**src/sv/tbdg_pkg.sv**
```systemverilog
// Package for the two-button debounce and gesture block.
// Holds the word types, configuration register indexes, reset values and
// the per-button status struct. No dependencies.
`default_nettype none

package tbdg_pkg;

    localparam int TICK_WIDTH_DEF = 16;
    localparam int CFG_W          = 16;
    localparam int CFG_IDX_W      = 1;

    localparam logic [CFG_IDX_W-1:0] REG_DEBOUNCE   = 1'd0;
    localparam logic [CFG_IDX_W-1:0] REG_LONG_PRESS = 1'd1;

    localparam logic [CFG_W-1:0] DEBOUNCE_RESET   = 16'd5;
    localparam logic [CFG_W-1:0] LONG_PRESS_RESET = 16'd50;

    typedef struct packed {
        logic raw_a;
        logic raw_b;
        logic alarm_on;
    } in_word_t;

    typedef struct packed {
        logic held_a;
        logic held_b;
        logic activity;
        logic mode_toggle;
        logic combo_event;
        logic alarm_cancel;
        logic sleep_request;
    } out_word_t;

    typedef struct packed {
        logic press;
        logic release_ev;
        logic level;
    } db_status_t;

endpackage

`default_nettype wire

```
**src/sv/tbdg_debounce.sv**
```systemverilog
// Debouncer for one active-low button: raw level tracker, saturating age
// counter and stable level. Depends on tbdg_pkg.
`default_nettype none

module tbdg_debounce
    import tbdg_pkg::*;
#(
    parameter int TICK_WIDTH = TICK_WIDTH_DEF
) (
    input  wire logic             aclk,
    input  wire logic             aresetn,
    input  wire logic             en,
    input  wire logic             raw,
    input  wire logic [CFG_W-1:0] debounce_ticks,
    output db_status_t            status
);

    localparam int CW = TICK_WIDTH + CFG_W;

    logic                  last_raw_reg, last_raw_next;
    logic                  stable_reg, stable_next;
    logic [TICK_WIDTH-1:0] age_reg, age_next, age_inc;

    always_comb begin
        age_inc       = (age_reg == {TICK_WIDTH{1'b1}}) ? age_reg
                                                        : age_reg + TICK_WIDTH'(1);
        last_raw_next = raw;
        stable_next   = stable_reg;
        status        = '0;
        if (raw != last_raw_reg) begin
            age_next = '0;
        end else begin
            age_next = age_inc;
            if ((CW'(age_inc) >= CW'(debounce_ticks)) && (raw != stable_reg)) begin
                stable_next       = raw;
                status.press      = ~raw;
                status.release_ev = raw;
            end
        end
        status.level = stable_next;
    end

    always_ff @(posedge aclk) begin
        if (!aresetn) begin
            last_raw_reg <= 1'b1;
            stable_reg   <= 1'b1;
            age_reg      <= '0;
        end else if (en) begin
            last_raw_reg <= last_raw_next;
            stable_reg   <= stable_next;
            age_reg      <= age_next;
        end
    end

endmodule

`default_nettype wire

```
**src/sv/tbdg_gesture.sv**
```systemverilog
// Gesture logic: B hold timer, long-press release, combo and solo-A pulses.
// Depends on tbdg_pkg and the status of both debouncers.
`default_nettype none

module tbdg_gesture
    import tbdg_pkg::*;
#(
    parameter int TICK_WIDTH = TICK_WIDTH_DEF
) (
    input  wire logic             aclk,
    input  wire logic             aresetn,
    input  wire logic             en,
    input  wire db_status_t       db_a,
    input  wire db_status_t       db_b,
    input  wire logic             alarm_on,
    input  wire logic [CFG_W-1:0] long_press_ticks,
    output out_word_t             result
);

    localparam int CW = TICK_WIDTH + CFG_W;

    logic [TICK_WIDTH-1:0] hold_age_reg, hold_age_next, hold_inc;
    logic                  long_done_reg, long_done_next;
    logic                  prev_both_reg, prev_a_reg;
    logic                  held_a, held_b, both;

    always_comb begin
        hold_inc       = (hold_age_reg == {TICK_WIDTH{1'b1}}) ? hold_age_reg
                                                               : hold_age_reg + TICK_WIDTH'(1);
        hold_age_next  = hold_inc;
        long_done_next = long_done_reg;
        held_a         = ~db_a.level;
        held_b         = ~db_b.level;
        both           = held_a & held_b;
        result         = '0;
        result.held_a  = held_a;
        result.held_b  = held_b;
        result.activity = db_a.press | db_b.press;
        if (db_b.press) begin
            hold_age_next  = '0;
            long_done_next = 1'b0;
        end else if (db_b.release_ev && !long_done_reg) begin
            if ((CW'(hold_inc) >= CW'(long_press_ticks)) && db_a.level) begin
                result.mode_toggle = 1'b1;
                long_done_next     = 1'b1;
            end
        end
        result.combo_event = both & ~prev_both_reg;
        if (held_a && !prev_a_reg && !held_b) begin
            result.alarm_cancel  = alarm_on;
            result.sleep_request = ~alarm_on;
        end
    end

    always_ff @(posedge aclk) begin
        if (!aresetn) begin
            hold_age_reg  <= '0;
            long_done_reg <= 1'b0;
            prev_both_reg <= 1'b0;
            prev_a_reg    <= 1'b0;
        end else if (en) begin
            hold_age_reg  <= hold_age_next;
            long_done_reg <= long_done_next;
            prev_both_reg <= both;
            prev_a_reg    <= held_a;
        end
    end

endmodule

`default_nettype wire

```
**src/sv/two_button_debounce_gesture.sv**
```systemverilog
// Top level of the two-button debounce and gesture block: input register,
// configuration registers, result register. Depends on tbdg_pkg,
// tbdg_debounce and tbdg_gesture.
//
//  channel | ports                               | word
//  --------+-------------------------------------+-----------------------------
//  input   | s_valid, s_ready, s_word            | in_word_t, one tick sample
//  result  | m_valid, m_ready, m_word            | out_word_t, one per tick
//  config  | cfg_wr_en, cfg_index, cfg_wdata     | 16-bit register write
//
// Each tick word passes through the input register, then the result register;
// one word per cycle is sustained while the receiver keeps m_ready high.
// The input register refills in the cycle it drains, so a waiting result does
// not stop intake until both registers are full.
// Synchronous active-low reset restores the released button state and the
// register defaults (debounce 5, long press 50).
`default_nettype none

module two_button_debounce_gesture
    import tbdg_pkg::*;
#(
    parameter int TICK_WIDTH = TICK_WIDTH_DEF
) (
    input  wire logic                 aclk,
    input  wire logic                 aresetn,
    input  wire logic                 s_valid,
    output logic                      s_ready,
    input  wire in_word_t             s_word,
    output logic                      m_valid,
    input  wire logic                 m_ready,
    output out_word_t                 m_word,
    input  wire logic                 cfg_wr_en,
    input  wire logic [CFG_IDX_W-1:0] cfg_index,
    input  wire logic [CFG_W-1:0]     cfg_wdata
);

    logic             in_valid_reg, in_valid_next;
    in_word_t         in_word_reg;
    logic             out_valid_reg, out_valid_next;
    out_word_t        out_word_reg;
    logic [CFG_W-1:0] debounce_reg, long_press_reg;
    logic             advance;
    db_status_t       db_a, db_b;
    out_word_t        result;

    assign advance = in_valid_reg & (~out_valid_reg | m_ready);
    assign s_ready = ~in_valid_reg | advance;
    assign m_valid = out_valid_reg;
    assign m_word  = out_word_reg;

    tbdg_debounce #(.TICK_WIDTH(TICK_WIDTH)) u_db_a (
        .aclk           (aclk),
        .aresetn        (aresetn),
        .en             (advance),
        .raw            (in_word_reg.raw_a),
        .debounce_ticks (debounce_reg),
        .status         (db_a)
    );

    tbdg_debounce #(.TICK_WIDTH(TICK_WIDTH)) u_db_b (
        .aclk           (aclk),
        .aresetn        (aresetn),
        .en             (advance),
        .raw            (in_word_reg.raw_b),
        .debounce_ticks (debounce_reg),
        .status         (db_b)
    );

    tbdg_gesture #(.TICK_WIDTH(TICK_WIDTH)) u_gesture (
        .aclk             (aclk),
        .aresetn          (aresetn),
        .en               (advance),
        .db_a             (db_a),
        .db_b             (db_b),
        .alarm_on         (in_word_reg.alarm_on),
        .long_press_ticks (long_press_reg),
        .result           (result)
    );

    always_comb begin
        in_valid_next = in_valid_reg;
        if (s_valid && s_ready) begin
            in_valid_next = 1'b1;
        end else if (advance) begin
            in_valid_next = 1'b0;
        end
        out_valid_next = out_valid_reg;
        if (advance) begin
            out_valid_next = 1'b1;
        end else if (m_ready) begin
            out_valid_next = 1'b0;
        end
    end

    always_ff @(posedge aclk) begin
        if (!aresetn) begin
            in_valid_reg   <= 1'b0;
            out_valid_reg  <= 1'b0;
            debounce_reg   <= DEBOUNCE_RESET;
            long_press_reg <= LONG_PRESS_RESET;
        end else begin
            in_valid_reg  <= in_valid_next;
            out_valid_reg <= out_valid_next;
            if (cfg_wr_en) begin
                case (cfg_index)
                    REG_DEBOUNCE:   debounce_reg   <= cfg_wdata;
                    REG_LONG_PRESS: long_press_reg <= cfg_wdata;
                    default: ;
                endcase
            end
        end
    end

    always_ff @(posedge aclk) begin
        if (s_valid && s_ready) begin
            in_word_reg <= s_word;
        end
        if (advance) begin
            out_word_reg <= result;
        end
    end

endmodule

`default_nettype wire

```
**config.mk**
```make
export PLATFORM = sky130hd
export DESIGN_NAME = two_button_debounce_gesture
export DESIGN_NICKNAME = d
export VERILOG_FILES = /design/src/sv/tbdg_pkg.sv /design/src/sv/tbdg_debounce.sv /design/src/sv/tbdg_gesture.sv /design/src/sv/two_button_debounce_gesture.sv
export SDC_FILE = /design/constraint.sdc
export NUM_CORES = 1
export LEC_CHECK = 0
export BUFFER_PORTS_ARGS = -buffer_cell sky130_fd_sc_hd__buf_2
export CORE_MARGIN = 5
export CORE_UTILIZATION = 62
export CTS_CLUSTER_DIAMETER = 50
export DETAILED_ROUTE_END_ITERATION = 12
export HOLD_SLACK_MARGIN = 0.12
export PLACE_DENSITY = 0.84
export SETUP_SLACK_MARGIN = 0.2
export SYNTH_ARGS = -nofsm -noshare
export SYNTH_HDL_FRONTEND = slang
export SYNTH_SLANG_ARGS = --single-unit
```
**constraint.sdc**
```tcl
create_clock -name aclk -period 3.9 [get_ports aclk]
set_clock_uncertainty 0.05 [all_clocks]
set_input_delay 0.975 -clock aclk [delete_from_list [all_inputs] [get_ports aclk]]
set_output_delay 0.975 -clock aclk [all_outputs]
set_load 0.05 [all_outputs]
```
# After elaboration in Yosys (flattened, before gate mapping)
# Index checks and enable logic that the tools add are counted.
[totals]
reg_bits = 99
[op_classes]
n_mux = 22
bitwise = 16
eq_ne = 7
addsub = 3
n_lt_le_gt_ge = 3
reduce_logical = 17
[ops]
columns = ["operator", "n"]
rows = [
  ["16-bit two-way mux", 6],
  ["16-bit by 1-bit adder with 16-bit output (second input constant)", 3],
  ["16-bit == test (second input constant)", 3],
  ["16-bit greater-or-equal comparator", 3],
  ["1-bit two-way mux", 12],
  ["1-bit inverter", 10],
  ["2-bit two-way mux", 4],
  ["2-bit nonzero test", 4],
  ["1-bit logical AND", 7],
  ["1-bit != test", 4],
  ["2-bit AND reduction", 2],
  ["1-bit AND", 3],
  ["1-bit OR", 3],
  ["3-bit AND reduction", 1],
  ["1-bit zero test", 2],
  ["2-bit OR reduction", 1],
]

# Logic depth before layout (Yosys ltp)
# Gate-level depths: netlist of the first run.
[logic_depth]
word_depth = 10
depth_mapped = 16

# Hierarchy
# From an unflattened synthesis of the first run, not the netlist that was laid out.
[unflattened]
cells_unflattened = 811
area_unflattened_um2 = 6829.0
[by_module_without_submodules]
columns = ["mod", "cells_each", "instances", "seq_area_each_um2", "area_each_um2"]
rows = [
  ["tbdg_debounce", 211, 2, 360.3, 1706.6],
  ["tbdg_gesture", 238, 1, 380.4, 1780.5],
  ["two_button_debounce_gesture", 151, 1, 980.9, 1635.3],
]

# Worst setup path after synthesis of the first run
# No wires, ideal clock.
[synth_timing]
kind = "reg2reg"
from = "reg u_db_b.age_reg[2]"
to = "reg u_gesture.hold_age_reg[10]"
path_stages_with_launch = 17
setup_ns = 0.118
n_path_buf = 3
required_ns = 3.732
synth_period_minus_slack_ns = 3.401
arrival_ns = 3.233
path_slack_ns = 0.499
path_cell_list = "dfxtp_1 buf_2 and4_1 nand2_1 or3_1 clkbuf_1 nor2_1 mux2_2 ha_1 nand4_1 nor3_1 a311oi_2 a21o_2 and2_1 buf_6 a22oi_1 nor2b_1"
[synth_between]
elab_chain_cells = 7
word_cells_on_any_way = 8
[synth_rtl]
columns = ["item", "line_no", "rtl"]
rows = [
  ["start, declared", "tbdg_debounce.sv:22", "logic [TICK_WIDTH-1:0] age_reg, age_next, age_inc;"],
  ["start signal, assigned", "tbdg_debounce.sv:51", "age_reg <= age_next;"],
  ["16-bit by 1-bit adder with 16-bit output / 16-bit == test (equally long branches)", "tbdg_debounce.sv:26, tbdg_debounce.sv:25", ""],
  ["16-bit two-way mux *", "tbdg_debounce.sv:25", "age_inc = (age_reg == {TICK_WIDTH{1'b1}}) ? age_reg"],
  ["16-bit greater-or-equal comparator *", "tbdg_debounce.sv:34", "if ((CW'(age_inc) >= CW'(debounce_ticks)) && (raw != stable_reg)) begin"],
  ["1-bit logical AND *", "tbdg_debounce.sv:34", ""],
  ["2-bit two-way mux *", "tbdg_debounce.sv:34", ""],
  ["2-bit two-way mux *", "tbdg_debounce.sv:30", "if (raw != last_raw_reg) begin"],
  ["16-bit two-way mux *", "tbdg_gesture.sv:39", "if (db_b.press) begin"],
  ["end signal, assigned", "tbdg_gesture.sv:62", "hold_age_reg <= hold_age_next;"],
  ["end, declared", "tbdg_gesture.sv:22", "logic [TICK_WIDTH-1:0] hold_age_reg, hold_age_next, hold_inc;"],
]
# Mark *: on every way between the ends. The rest lies on a longest branch, timed or not.
# A chain may end at the register's enable or synchronous reset.

# Worst setup path after layout of the first run
[layout_timing]
from = "reg u_db_a.age_reg[1]"
to = "reg u_gesture.prev_both_reg"
[layout_between]
elab_chain_cells = 8
word_cells_on_any_way = 9
[layout_rtl]
columns = ["item", "line_no", "rtl"]
rows = [
  ["start, declared", "tbdg_debounce.sv:22", ""],
  ["start signal, assigned", "tbdg_debounce.sv:51", ""],
  ["16-bit by 1-bit adder with 16-bit output / 16-bit == test (equally long branches)", "tbdg_debounce.sv:26, tbdg_debounce.sv:25", ""],
  ["16-bit two-way mux *", "tbdg_debounce.sv:25", ""],
  ["16-bit greater-or-equal comparator *", "tbdg_debounce.sv:34", ""],
  ["1-bit logical AND *", "tbdg_debounce.sv:34", ""],
  ["1-bit two-way mux *", "tbdg_debounce.sv:34", ""],
  ["1-bit two-way mux *", "tbdg_debounce.sv:30", ""],
  ["1-bit inverter *", "tbdg_gesture.sv:32", "held_a = ~db_a.level;"],
  ["1-bit AND *", "tbdg_gesture.sv:34", "both = held_a & held_b;"],
  ["end signal, assigned", "tbdg_gesture.sv:64", "prev_both_reg <= both;"],
  ["end, declared", "tbdg_gesture.sv:24", "logic prev_both_reg, prev_a_reg;"],
]
# Marked as above.

==> results of run 1 <==
==> layer usage <==
layer	wire [um]	vias to the layer above	track usage [%]
met5	0	-	0
met2	7440	186	43.3
met3	824	50	5.81
li1	-	2698	-
met4	615	0	13.1
met1	6230	2587	31.1
==> kinds of logic after synthesis <==
logic type | count (synthesis) | synth area share, %
AND/OR/NAND/NOR | 306 | 24.9
AO/OA/AOI/OAI | 177 | 19.3
flip-flops | 99 | 34.0
buffers and inverters | 75 | 4.88
adder cells (fa/ha/maj) | 51 | 10.4
XOR/XNOR | 35 | 5.00
multiplexers | 8 | 1.55
==> worst max path at each step <==
stage / from / end / slack (ns)
floorplan: u_db_b.age_reg[2]$_SDFFE_PN0P_ / u_gesture.hold_age_reg[10]$_SDFFE_PN0P_ / 0.50
global placement: u_db_b.age_reg[6]$_SDFFE_PN0P_ / u_gesture.hold_age_reg[1]$_SDFFE_PN0P_ / 0.27
detailed placement: u_db_a.age_reg[0]$_SDFFE_PN0P_ / m_word[0]$_SDFFCE_PN0P_ / 0.07
CTS: u_db_a.age_reg[0]$_SDFFE_PN0P_ / m_word[0]$_SDFFCE_PN0P_ / 0.19
global route: u_db_b.age_reg[1]$_SDFFE_PN0P_ / m_word[2]$_DFFE_PP_ / 0.12
finish: u_db_a.age_reg[1]$_SDFFE_PN0P_ / u_gesture.prev_both_reg$_SDFFE_PN0P_ / 0.30
==> final cells by class <==
class | instances | area (um^2)
timing repair buffer | 48 | 278
multi-input combinational | 577 | 3880
clock inverter | 5 | 45.0
inverter | 41 | 154
tap | 133 | 166
sequential | 99 | 2090
clock buffer | 11 | 141
fill | 776 | 2980
==> power by group through the flow <==
stage | logic (W) | registers (W) | clock network, W
after floorplan | 0.000140 | 0.00110 | 0
after global placement | 0.000201 | 0.00109 | 0
after detailed placement | 0.000210 | 0.00109 | 0
after CTS | 0.000214 | 0.00107 | 0.000653
after global routing | 0.000245 | 0.00107 | 0.000698
final | 0.000221 | 0.00107 | 0.000635
==> worst min-delay path: cells and delay by family (launching register included) <==
kind	cells	cell delay, ns
compound gates	1	0.06
flops	1	0.32
simple gates	1	0.05
==> repair_timing <==
action                                 in CTS  in global routing
setup endpoints to repair                  14                 21
setup buffers                               2                  4
gates resized for setup                     9                 28
pin swaps                                   2                  6
endpoints found under the hold margin       0                  0
==> per-stage QoR <==
step | hold WS (ns) | power, W | instance area (um^2) | instances
after floorplan | 0.393 | 0.00124 | 6130 | 751
after global placement | 0.405 | 0.00129 | 6380 | 892
after detailed placement | 0.408 | 0.00130 | 6380 | 892
after CTS | 0.422 | 0.00194 | 6620 | 910
after global routing | 0.440 | 0.00202 | 6750 | 914
final | 0.422 | 0.00193 | 6750 | 914
==> cells in the final DEF (no fill, tap or decap), drive strengths merged, types with 11 or more instances in the layout <==
| master | count |
|---|---|
| a31oi | 11 |
| inv | 43 |
| dfxtp | 89 |
| nand4 | 15 |
| a21boi | 31 |
| a21oi | 43 |
| xnor2 | 25 |
| nor2 | 38 |
| ha | 51 |
| nand2 | 135 |
| o21ai | 28 |
| clkbuf | 11 |
| nor3 | 12 |
| nand3 | 33 |
| a22oi | 11 |
| nor2b | 20 |
| buf | 48 |
==> metrics.md, run 1 <==
| Metric | Value |
|---|---|
| Most common cell type on the critical path | `nand3_2` |
| Int Pwr | `0.00139 W` |
| Drt wl/cell | `16.5 um` |
| Synth top area cells | `dfxtp_1 29%, ha_1 10%, nand2_1 8.2%` |
| Leakage power | `2.71 nW` |
| Total GRT Usage | `25.9%` |
| Critical path's slowest cell | `dfxtp_1` |
| Number of I/O pins | `34` |
| Max Transition Viols Final | `0` |
| Sw Pwr | `0.000536 W` |
| Clk_lat worst skew | `0.39 ns` |
| Hold Path Stages | `2` |
| Setup_tns | `0 ns` |
| FF-to-FF path depth | `16` |
| Synth warn | `0` |
| Syn Inst Count | `751` |
| VDD IR-drop max | `0.212 mV` |
| Outcome | `complete, no violations` |
| Inserted Clock Buffers | `9` |
| Clk pwr share | `32.9%` |
| Total Wirelength | `15,100 um` |
| Type of the most critical hold path | `reg -> reg` |
| R2R Path Start | `u_db_a.age_reg[1]$_SDFFE_PN0P_` |
| Die X-Extent | `109 um` |
| RSZ-0062 raised after global routing | `yes` |
| Iter 0 DRT Violations | `402` |
| Count of buffers from port buffering | `33` |
| Net Sw Frac | `27.8%` |
| First-pass GRT wire length | `24,400 um` |
| Layout Utilization | `69.4%` |
| GP Congestion | `0.914` |
| Post-Syn Area per Cell | `8.16 um^2` |
| DR DRC count | `0` |
| Vias | `5,521` |
| ANT cells | `0` |
| Most frequent cell after synthesis | `nand2_1` |
| Pwr Density | `285 mW/mm^2` |
| Critical Path Source Type | `flip-flop` |
| Hold_sp | `debounce_reg[13]$_SDFFE_PN0P_` |
| Initial antenna violation count | `0` |
| Largest net degree at the start of global routing | `68` |
| Combinational share of power | `11.5%` |
| Die Y | `109 um` |
| Worst path max stage delay | `0.40 ns` |
| R2r endpoint | `u_gesture.prev_both_reg$_SDFFE_PN0P_` |
| Top cells by count, synth | `134 x nand2_1, 89 x dfxtp_1, 51 x ha_1` |
| Post-Syn Nets | `827` |
| CP endpoint kind | `flip-flop` |
| Post-synth cell types | `72` |
| Vias per cell | `6.04` |
| Sequence of cells on the critical path | `ha_2 -> nand3_2 -> nor2b_4 -> nand2_4 -> and2_1 -> nand3_1 -> xnor2_1 -> ha_1 -> a21oi_1 -> o21ai_0 -> a211oi_1 -> nand3_2 -> mux2i_4 -> buf_4 -> and4_1 -> a32o_1` |
| Bufs and invs on worst path | `1` |
| F_max | `278 MHz` |
| Final HPWL DP | `11,100 um` |
| FP Rows | `36` |
| Minimum clock period | `3.60 ns` |
| Starting density of the core | `63.0%` |
| Vias in the first global route | `5,340` |
| Worst EP arrival | `3.84 ns` |
| Clock Tree Root | `clkbuf_8` |
| Finish-stage setup viols | `0` |
| Period utilization | `92.2%` |
| Pre-CTS WS | `0.0742 ns` |
| Number of synthesized flops with an enable pin | `10` |
| Antenna viol nets, final | `0` |
| Final worst slack | `0.304 ns` |
| CTS tree | `yes` |
| Top delay family on crit path | `simple AND/OR/NAND/NOR gates` |
| First-pass DRT Iterations | `5` |
| Final Hold Vio Count | `0` |
| Area Growth Syn to Fin | `10.2%` |
| CTS hold repair buffers | `0` |
| Dominant cell type by area after synthesis | `dfxtp_1` |
| Max_cap viols | `0` |
| Die footprint | `0.0120 mm^2` |
| Worst Hold Path EP | `debounce_reg[13]$_SDFFE_PN0P_` |
| Reg power frac | `55.6%` |
| CTS sink cnt | `99` |
| Clock transition at the registers of the reported paths | `0.10 ns` |
| Reg2reg setup slack | `0.30 ns` |
| Congestion Overflow GR | `0` |
| Main synth FF type | `dfxtp_1` |
| Critical path class | `reg -> reg` |
| Slew HR | `30.0%` |
| Share of cells above drive strength 1 | `15.2%` |
| Ys async rst share | `0%` |
| Share of the synthesized area in the top cell type | `29.1%` |
| Sequential area share after synthesis | `34.0%` |
| Clock Tree Buf Depth | `2` |
| Final net count | `852` |
| Post-Syn Area | `0.00613 mm^2` |
| Slew @ Worst Pin | `1.05 ns` |
| CP Depth | `16` |
| CP Max Fanout | `8` |
| Synthesis-stage register bit count | `99` |
| H-tree levels | `3` |
| Crit path required time | `4.14 ns` |
| Placeable Area | `0.00973 mm^2` |
No activity file was read; power rests on OpenSTA's default activity.
==> run 2: changes to the inputs <==
--- a/config.mk
+++ b/config.mk
@@ -7,11 +7,11 @@
 export LEC_CHECK = 0
 export BUFFER_PORTS_ARGS = -buffer_cell sky130_fd_sc_hd__buf_2
 export CORE_MARGIN = 5
-export CORE_UTILIZATION = 62
+export CORE_UTILIZATION = 26
 export CTS_CLUSTER_DIAMETER = 50
 export DETAILED_ROUTE_END_ITERATION = 12
 export HOLD_SLACK_MARGIN = 0.12
-export PLACE_DENSITY = 0.84
+export PLACE_DENSITY_LB_ADDON = 0.1
 export SETUP_SLACK_MARGIN = 0.2
 export SYNTH_ARGS = -nofsm -noshare
 export SYNTH_HDL_FRONTEND = slang
==> metrics.md, run 2 (synthesized netlist as in run 1, its figures left out) <==
| Metric | Value |
|---|---|
| Clock transition at the registers of the reported paths | `0.07 ns (-0.03 ns)` |
| Starting density of the core | `26.3% (-37 points)` |
| Hold Path Stages | `2 (unchanged)` |
| Finish-stage setup viols | `0 (unchanged)` |
| Total Wirelength | `17,500 um (+16%)` |
| CTS hold repair buffers | `0 (unchanged)` |
| Worst path max stage delay | `0.41 ns (about the same)` |
| R2R Path Start | `u_gesture.hold_age_reg[9]$_SDFFE_PN0P_` |
| GR Util met2 | `24.2% (-19 points)` |
| Reg2reg setup slack | `0.42 ns (+0.12 ns)` |
| Clock Tree Buf Depth | `2 (unchanged)` |
| Die footprint | `0.0267 mm^2 (+120%)` |
| Critical path class | `reg -> reg` |
| Crit path required time | `4.10 ns (-0.04 ns)` |
| Final Total Pwr | `0.00228 W (+18%)` |
| First-pass GRT wire length | `28,200 um (+15%)` |
| Vias in the first global route | `5,294 (-0.86%)` |
| Final Hold Vio Count | `0 (unchanged)` |
| VDD IR-drop max | `0.249 mV (+18%)` |
| Bufs and invs on worst path | `0 (-1)` |
| GRT met3 Usage | `2.90% (-2.9 points)` |
| Area Growth Syn to Fin | `17.7%` |
| Clock Tree Root | `clkbuf_16` |
| F_max | `287 MHz (+3.3%)` |
| Final net count | `858 (+0.70%)` |
| RSZ-0062 raised after global routing | `no` |
| Type of the most critical hold path | `reg -> reg` |
| Drt wl/cell | `15.8 um (-4.2%)` |
| Clk_lat worst skew | `0.36 ns (-0.03 ns)` |
| Commonest cells after routing, fill and taps aside | `132 x nand2_1, 77 x dfxtp_1, 49 x ha_1` |
| Leakage power | `2.81 nW (+3.9%)` |
| CP endpoint kind | `flip-flop` |
| FP Rows | `56 (+56%)` |
| CTS sink cnt | `99 (unchanged)` |
| Worst EP arrival | `3.68 ns (-0.16 ns)` |
| Initial antenna violation count | `0 (unchanged)` |
| Congestion Overflow GR | `0 (unchanged)` |
| Max Transition Viols Final | `0 (unchanged)` |
| Inserted Clock Buffers | `9 (unchanged)` |
| Slew @ Worst Pin | `1.04 ns (-0.00944 ns)` |
| Critical Path Source Type | `flip-flop` |
| DR DRC count | `0 (unchanged)` |
| Number of I/O pins | `34 (unchanged)` |
| Count of buffers from port buffering | `33 (unchanged)` |
| Slew HR | `30.6% (+0.63 points)` |
| Worst Hold Path EP | `debounce_reg[11]$_SDFFE_PN0P_` |
| Total GRT Usage | `13.5% (-12 points)` |
| Outcome | `complete, no violations` |
| Placed cells | `1,085 (+22%)` |
| FF-to-FF path depth | `13 (-3)` |
| Share of cells above drive strength 1 | `17.4% (+2.2 points)` |
| Final HPWL DP | `13,200 um (+20%)` |
| CTS tree | `yes` |
| Met1 usage | `16.3% (-15 points)` |
| Max_cap viols | `0 (unchanged)` |
| Antenna viol nets, final | `0 (unchanged)` |
| Top delay family on crit path | `compound AO/OA/AOI/OAI gates` |
| CP Max Fanout | `5 (-3)` |
| Die Y | `164 um (+49%)` |
| Largest net degree at the start of global routing | `74 (+8.8%)` |
| H-tree levels | `3 (unchanged)` |
| Critical path's slowest cell | `dfxtp_1` |
| Placeable Area | `0.0233 mm^2 (+140%)` |
| Pwr Density | `316 mW/mm^2 (+11%)` |
| Non-Filler Instances | `1,106 (+21%)` |
| Sequence of cells on the critical path | `and3_1 -> and4_1 -> a21o_1 -> nor2_1 -> xnor2_2 -> ha_1 -> and4_1 -> a2111oi_0 -> o21ai_0 -> a211o_1 -> nand4_1 -> a211oi_1 -> o221a_2` |
| Minimum clock period | `3.48 ns (-0.115 ns)` |
| R2r endpoint | `u_gesture.long_done_reg$_SDFFE_PN0P_` |
| Iter 0 DRT Violations | `213 (-47%)` |
| Vias per cell | `4.78 (-21%)` |
| Die X-Extent | `164 um (+49%)` |
| GP Congestion | `0.788 (-14%)` |
| Hold_sp | `debounce_reg[11]$_SDFFE_PN0P_` |
| Vias | `5,291 (-4.2%)` |
| Most used routing layer | `met2` |
| Most common cell type on the critical path | `and4_1` |
| First-pass DRT Iterations | `4 (-1)` |
| Commonest non-fill, non-tap cell in the layout | `nand2_1` |
| ANT cells | `0 (unchanged)` |
| Period utilization | `89.3% (-3.0 points)` |
## run 2: cell count changes in the layout (fill, tap and decap cells not counted), moves of 3 or more
| cell | change |
|---|---|
| clkbuf_8 | -9 |
| nor3_1 | -3 |
| clkbuf_16 | +9 |
| nor3_2 | +3 |
| dfxtp_2 | +4 |
| buf_4 | +5 |
| dfxtp_1 | -4 |
## run 2: cell type report
type | count | area (um^2)
multi-input cells | 577 | 3920
flip-flops and latches | 99 | 2100
well taps | 319 | 399
clock inverters | 6 | 83.8
fillers | 2519 | 16100
inverters | 41 | 154
clock buffers | 10 | 239
repair buffers | 54 | 327
## run 2: tightest hold or removal path, cell delays in order, from the launching register on
cell and delay (ns):
dfxtp_1 0.32, nand2_1 0.05, a21boi_0 0.06
## run 2: through the flow
stage	hold WS, ns	util [%]	cell area, um^2	setup slack, ns	setup TNS (ns)
floorplan	0.393	-	6130	0.499	0
global placement	0.407	28.6	6670	0.0314	0
detailed placement	0.414	28.6	6670	-0.0427	-0.0738
CTS	0.425	30.2	7050	0.224	0
global route	0.441	30.9	7220	0.175	0
finish	0.420	30.9	7220	0.419	0
## run 2: worst max-delay path by stage
stage | to | start | depth (start not counted)
3_3_place_gp | m_word[0]$_SDFFCE_PN0P_ | u_db_a.age_reg[0]$_SDFFE_PN0P_ | 14
6_report | u_gesture.long_done_reg$_SDFFE_PN0P_ | u_gesture.hold_age_reg[9]$_SDFFE_PN0P_ | 13
3_5_place_dp | m_word[0]$_SDFFCE_PN0P_ | u_db_a.age_reg[0]$_SDFFE_PN0P_ | 14
4_1_cts | u_gesture.hold_age_reg[7]$_SDFFE_PN0P_ | u_db_b.age_reg[7]$_SDFFE_PN0P_ | 14
2_1_floorplan | u_gesture.hold_age_reg[10]$_SDFFE_PN0P_ | u_db_b.age_reg[2]$_SDFFE_PN0P_ | 16
5_1_grt | m_word[0]$_SDFFCE_PN0P_ | u_db_a.age_reg[1]$_SDFFE_PN0P_ | 14
## run 2: where the power goes
group / total [W] / switching (W) / internal [W] / leakage (nW)
registers: 0.00107 / 0.0000185 / 0.00105 / 0.827
logic: 0.000227 / 0.000147 / 0.0000799 / 1.83
clock network: 0.000979 / 0.000449 / 0.000531 / 0.158
## run 2: what timing repair did
item,in CTS,in global routing
resized for setup,9,41
pin swaps,5,8
endpoints found under the setup margin,14,26
buffers inserted,3,2
hold endpoints to repair,0,0
## run 2: metal layers
metal | vias to the layer above | part of all wire [%]
met5 | - | 0
met4 | 0 | 1.8
met3 | 17 | 2.7
met2 | 56 | 51
met1 | 2508 | 45
li1 | 2710 | -
